===== src/rtl/core/tsrl_pkg.sv =====
// Package for the timestamp range log store: widths, status codes, state
// and cell control types, granularity masks. No dependencies.
`default_nettype none

package tsrl_pkg;

    localparam int KEY_W  = 40;
    localparam int ID_W   = 31;
    localparam int ST_W   = 3;
    localparam int GRAN_W = 3;

    localparam logic [ST_W-1:0] ST_NEW      = 3'd0;
    localparam logic [ST_W-1:0] ST_REPLACED = 3'd1;
    localparam logic [ST_W-1:0] ST_FULL     = 3'd2;
    localparam logic [ST_W-1:0] ST_MATCH    = 3'd3;
    localparam logic [ST_W-1:0] ST_NONE     = 3'd4;

    localparam logic OP_PUT      = 1'b0;
    localparam logic OP_RETRIEVE = 1'b1;

    localparam logic [GRAN_W-1:0] GR_YEAR   = 3'd0;
    localparam logic [GRAN_W-1:0] GR_MONTH  = 3'd1;
    localparam logic [GRAN_W-1:0] GR_DAY    = 3'd2;
    localparam logic [GRAN_W-1:0] GR_HOUR   = 3'd3;
    localparam logic [GRAN_W-1:0] GR_MINUTE = 3'd4;

    typedef enum logic [1:0] {
        S_IDLE,
        S_SCAN,
        S_FINISH
    } t_state;

    typedef enum logic [1:0] {
        CELL_HOLD,
        CELL_INSERT,
        CELL_REPLACE,
        CELL_ROTATE
    } t_cell_op;

    typedef struct packed {
        logic             valid;
        logic [KEY_W-1:0] key;
        logic [ID_W-1:0]  id;
    } t_entry;

    typedef struct packed {
        t_cell_op         op;
        logic [KEY_W-1:0] key;
        logic [ID_W-1:0]  id;
    } t_cell_ctl;

    // key bits kept at each granularity; unknown codes act as second
    function automatic logic [KEY_W-1:0] gran_mask(input logic [GRAN_W-1:0] g);
        logic [KEY_W-1:0] m;
        unique case (g)
            GR_YEAR:   m = 40'hFFFC000000;
            GR_MONTH:  m = 40'hFFFFC00000;
            GR_DAY:    m = 40'hFFFFFE0000;
            GR_HOUR:   m = 40'hFFFFFFF000;
            GR_MINUTE: m = 40'hFFFFFFFFC0;
            default:   m = 40'hFFFFFFFFFF;
        endcase
        return m;
    endfunction

endpackage

`default_nettype wire


===== src/rtl/core/tsrl_cell.sv =====
// One cell of the sorted entry chain: holds one key/id pair, compares it
// against the put key and shifts to or from its neighbours. Uses tsrl_pkg.
`default_nettype none

module tsrl_cell (
    input  wire logic               i_clk,
    input  wire logic               i_rst_n,
    input  wire tsrl_pkg::t_cell_ctl i_ctl,
    input  wire tsrl_pkg::t_entry   i_prev,
    input  wire logic               i_prev_gt,
    input  wire tsrl_pkg::t_entry   i_next,
    output tsrl_pkg::t_entry        o_entry,
    output logic                    o_gt,
    output logic                    o_hit
);
    import tsrl_pkg::*;

    logic             r_valid;
    logic [KEY_W-1:0] r_key;
    logic [ID_W-1:0]  r_id;
    logic             n_valid;
    logic [KEY_W-1:0] n_key;
    logic [ID_W-1:0]  n_id;

    assign o_entry = '{valid: r_valid, key: r_key, id: r_id};
    assign o_gt    = !r_valid || (i_ctl.key < r_key);
    assign o_hit   = r_valid && (i_ctl.key == r_key);

    always_comb begin
        n_valid = r_valid;
        n_key   = r_key;
        n_id    = r_id;
        case (i_ctl.op)
            CELL_INSERT: begin
                if (o_gt && !i_prev_gt) begin
                    n_valid = 1'b1;
                    n_key   = i_ctl.key;
                    n_id    = i_ctl.id;
                end else if (o_gt) begin
                    n_valid = i_prev.valid;
                    n_key   = i_prev.key;
                    n_id    = i_prev.id;
                end
            end
            CELL_REPLACE: begin
                if (o_hit) begin
                    n_id = i_ctl.id;
                end
            end
            CELL_ROTATE: begin
                n_valid = i_next.valid;
                n_key   = i_next.key;
                n_id    = i_next.id;
            end
            default: begin
            end
        endcase
    end

    always_ff @(posedge i_clk) begin
        if (!i_rst_n) begin
            r_valid <= 1'b0;
        end else begin
            r_valid <= n_valid;
        end
        r_key <= n_key;
        r_id  <= n_id;
    end

endmodule

`default_nettype wire


===== config.mk =====
export PLATFORM = sky130hd
export DESIGN_NAME = tsrl_cell
export DESIGN_NICKNAME = d
export VERILOG_FILES = /design/src/rtl/core/tsrl_pkg.sv /design/src/rtl/core/tsrl_cell.sv
export SDC_FILE = /design/constraint.sdc
export NUM_CORES = 1
export LEC_CHECK = 0
export BUFFER_PORTS_ARGS = -buffer_cell sky130_fd_sc_hd__buf_4
export CORE_MARGIN = 5
export CORE_UTILIZATION = 45
export DETAILED_ROUTE_END_ITERATION = 8
export GPL_TIMING_DRIVEN = 0
export PLACE_DENSITY = 0.81
export SETUP_SLACK_MARGIN = 0.2
export SLEW_MARGIN = 20
export SYNTH_ARGS = -nofsm -noshare
export SYNTH_HDL_FRONTEND = slang
export SYNTH_SLANG_ARGS = --single-unit

===== constraint.sdc =====
create_clock -name i_clk -period 8.41 [get_ports i_clk]
set_clock_uncertainty 0.2 [all_clocks]
set_input_delay 1.2615 -clock i_clk [delete_from_list [all_inputs] [get_ports i_clk]]
set_output_delay 1.2615 -clock i_clk [all_outputs]
set_load 0.01 [all_outputs]

==> results.md <==
- Final Cell Area: 7930 um2
- Final wirelength: 21100 um
- Final core occ: 0.698
- Hold path cells: 2
- YS warnings: 0
- Gr ovfl total: 0
- Drt initial violations: 600
- ANT nets after route: 0
- Clk sinks: 72
- Final period utilization: 0.592
- Flops & latches, synth: 72
- FMAX: 0.201 GHz
- Synthesized netlist cell count: 572
- Most frequent cells in the layout: buf_4, o21ai_0, a31oi_1, edfxtp_1, nor2_1
- Number of flops mapped to enable cells by yosys: 71
- Max Root-Sink Buffers: 2
- Net count, final: 1137
- DR WL/cell: 20.6 um
- Worst setup EP type: output pin
- Worst setup path class: input pin to output pin
- Worst-Margin Slew: 0.764 ns
- Worst path required time: 6.95 ns
- DR vias: 6130
- WP data arrival: 3.52 ns
- Leakage: 3.67 nW
- Share of layout cells above drive strength 1: 0.381
- Root Buffer: clkbuf_16
- RR Endpoint: r_key[22]$_DFFE_PP_
- Path depth of the worst reg2reg path: 10
- Final hold vios: 0
- Count of pins over their slew limit: 0
- DRC errors left: 0
- Die Width: 118 um
- Post-synthesis sequential area ratio: 0.413
- Syn nets: 832
- Gr usage total: 0.290
- Mux cell area share after synthesis: 0.0596
- Predominant post-synthesis flop cell: edfxtp_1
- Synth Area in XOR/XNOR: 0
- Worst Hold Launch: r_valid$_SDFFE_PN0P_
- CTS tree: done
- Cell Area, Synth: 5210 um2
- RSZ-0062 raised after global routing: no
- Placer Congestion: 0.903
- Initial antenna violation count: 0
- Period minus WS final: 4.98 ns
- Clk pin slew, worst setup/hold paths: 0.05 ns
- Simple-Gate Fraction of Synth Area: 0.111
- First-pass GRT wire length: 32800 um
- Hold Crit Class: flip-flop to flip-flop
- Most common cell after layout, fill and taps aside: buf_4
- FF-to-FF Start: r_key[15]$_DFFE_PP_
- CTS Buf Count: 9
- Synthesized-area fraction occupied by adder cells: 0.0961
- Slew HR: 0.490
- Die Y: 118 um
- Largest family of logic cells by synthesized area: compound AO/OA/AOI/OAI gates
- Max Fanout on Critical Path: 4
- N_diodes: 0
- Port Buffers: 292
- Worst Hold End: r_valid$_SDFFE_PN0P_
- Via/cell ratio: 5.99
- R2R Setup Slk: 4.89 ns
- Endpoints failing setup: 0
- Final setup TNS: 0 ns
- Post-synth ARST share: 0
- Vias in the first global route: 6348
- Clock latency on the worst-skew pair: 0.34 ns
- Post-synthesis compound-gate area fraction: 0.246
- Largest net degree at the start of global routing: 23
- DRT Pass-1 Iters: 7
- Die area: 13800 um2
- Crit start category: input pin
- Distinct cells, synth: 37
- Starting Density: 0.458
- Synth Area per Inst: 9.10 um2
- Hold-fix buffers, CTS: 0
- Max VDD drop: 0.106 mV
- Setup Buffers After CTS: 0
- CTS resizes: 0
- Status: complete, no violations
- Cell Rows: 39
- H-tree levels: 3
- Core area: 11400 um2
- IO Pins: 294
- Layout overhead on the synthesized area: 52.4%
- Max-cap violation count: 0
- Placed Instance Area: 7660 um2
- PD cells: 150 nW/um2
- DP Wirelength: 16900 um
==> state kept, by name, indices dropped and copies added (netlist names) <==
name     flops
r_key       40
r_valid      1
r_id        31
==> cell type report <==
cell class	count	area [um2]
tap	143	179
sequential	72	2150
buffer	49	215
multi-input combinational	406	2690
clock inverter	5	48.8
timing repair buffer	294	2250
clock buffer	10	229
fill	909	3440
inverter	45	169
==> synthesized netlist by cell type, drive strengths merged, types with 2 or more instances <==
master  number  area share
nor2        47       0.034
nand4       10       0.012
a21o         2      0.0029
buf         25       0.024
edfxtp      71        0.41
nand2        9      0.0065
a21oi       17       0.016
o21ai       80       0.078
o21a         2      0.0031
nor3         2      0.0019
a22oi       31       0.045
a31oi       71       0.085
nor2b        3      0.0036
nor4         3      0.0036
inv         44       0.032
nand3       45       0.043
mux2i       31       0.060
a211oi       3      0.0043
clkbuf      24       0.017
ha          40       0.096
==> per-layer routing <==
metal | vias up | part of all wire | global-route usage
li1 | 2793 | - | -
met1 | 2895 | 0.37 | 0.340
met2 | 380 | 0.50 | 0.505
met3 | 62 | 0.091 | 0.0711
met4 | 0 | 0.037 | 0.120
met5 | - | 0 | 0
==> worst max-delay path by stage <==
stage | cells past startpoint | to | slack, ns | startpoint
6_report | 9 | o_gt | 3.43 | i_ctl[53]
5_1_grt | 9 | o_gt | 3.20 | i_ctl[53]
4_1_cts | 9 | o_gt | 3.43 | i_ctl[53]
3_5_place_dp | 9 | o_gt | 3.44 | i_ctl[53]
3_3_place_gp | 9 | r_id[22]$_DFFE_PP_ | 1.59 | i_ctl[46]
2_1_floorplan | 8 | r_id[0]$_DFFE_PP_ | 3.02 | i_ctl[46]
==> power by group <==
| part | internal, mW | switching (mW) |
|---|---|---|
| combinational | 0.179 | 0.176 |
| clock | 0.226 | 0.149 |
| sequential | 0.443 | 0.0171 |
==> stage by stage <==
stage / instances / total power, mW / setup slack [ns] / hold WS, ns
floorplan: 572 / 0.623 / 3.02 / 0.350
CTS: 1024 / 1.19 / 3.43 / 0.409
finish: 1024 / 1.19 / 3.43 / 0.417
global placement: 1007 / 0.801 / 1.59 / 0.378
global route: 1024 / 1.24 / 3.20 / 0.436
detailed placement: 1009 / 0.817 / 3.44 / 0.422
==> worst max-delay path, cell delays in order <==
cell	delay (ns)
buf_4	0.12
ha_1	0.32
nand4_1	0.20
nor4_1	0.50
o31a_1	0.29
o21ai_1	0.11
a21oi_1	0.47
inv_1	0.08
buf_4	0.17
==> logic make-up after synthesis <==
group | count (synthesis)
buffers and inverters | 94
DFF | 72
AOI/OAI and AO/OA | 212
muxes | 31
and+or+nand+nor | 123
adders and majority gates | 40
Power figures use the tool's default switching activity.
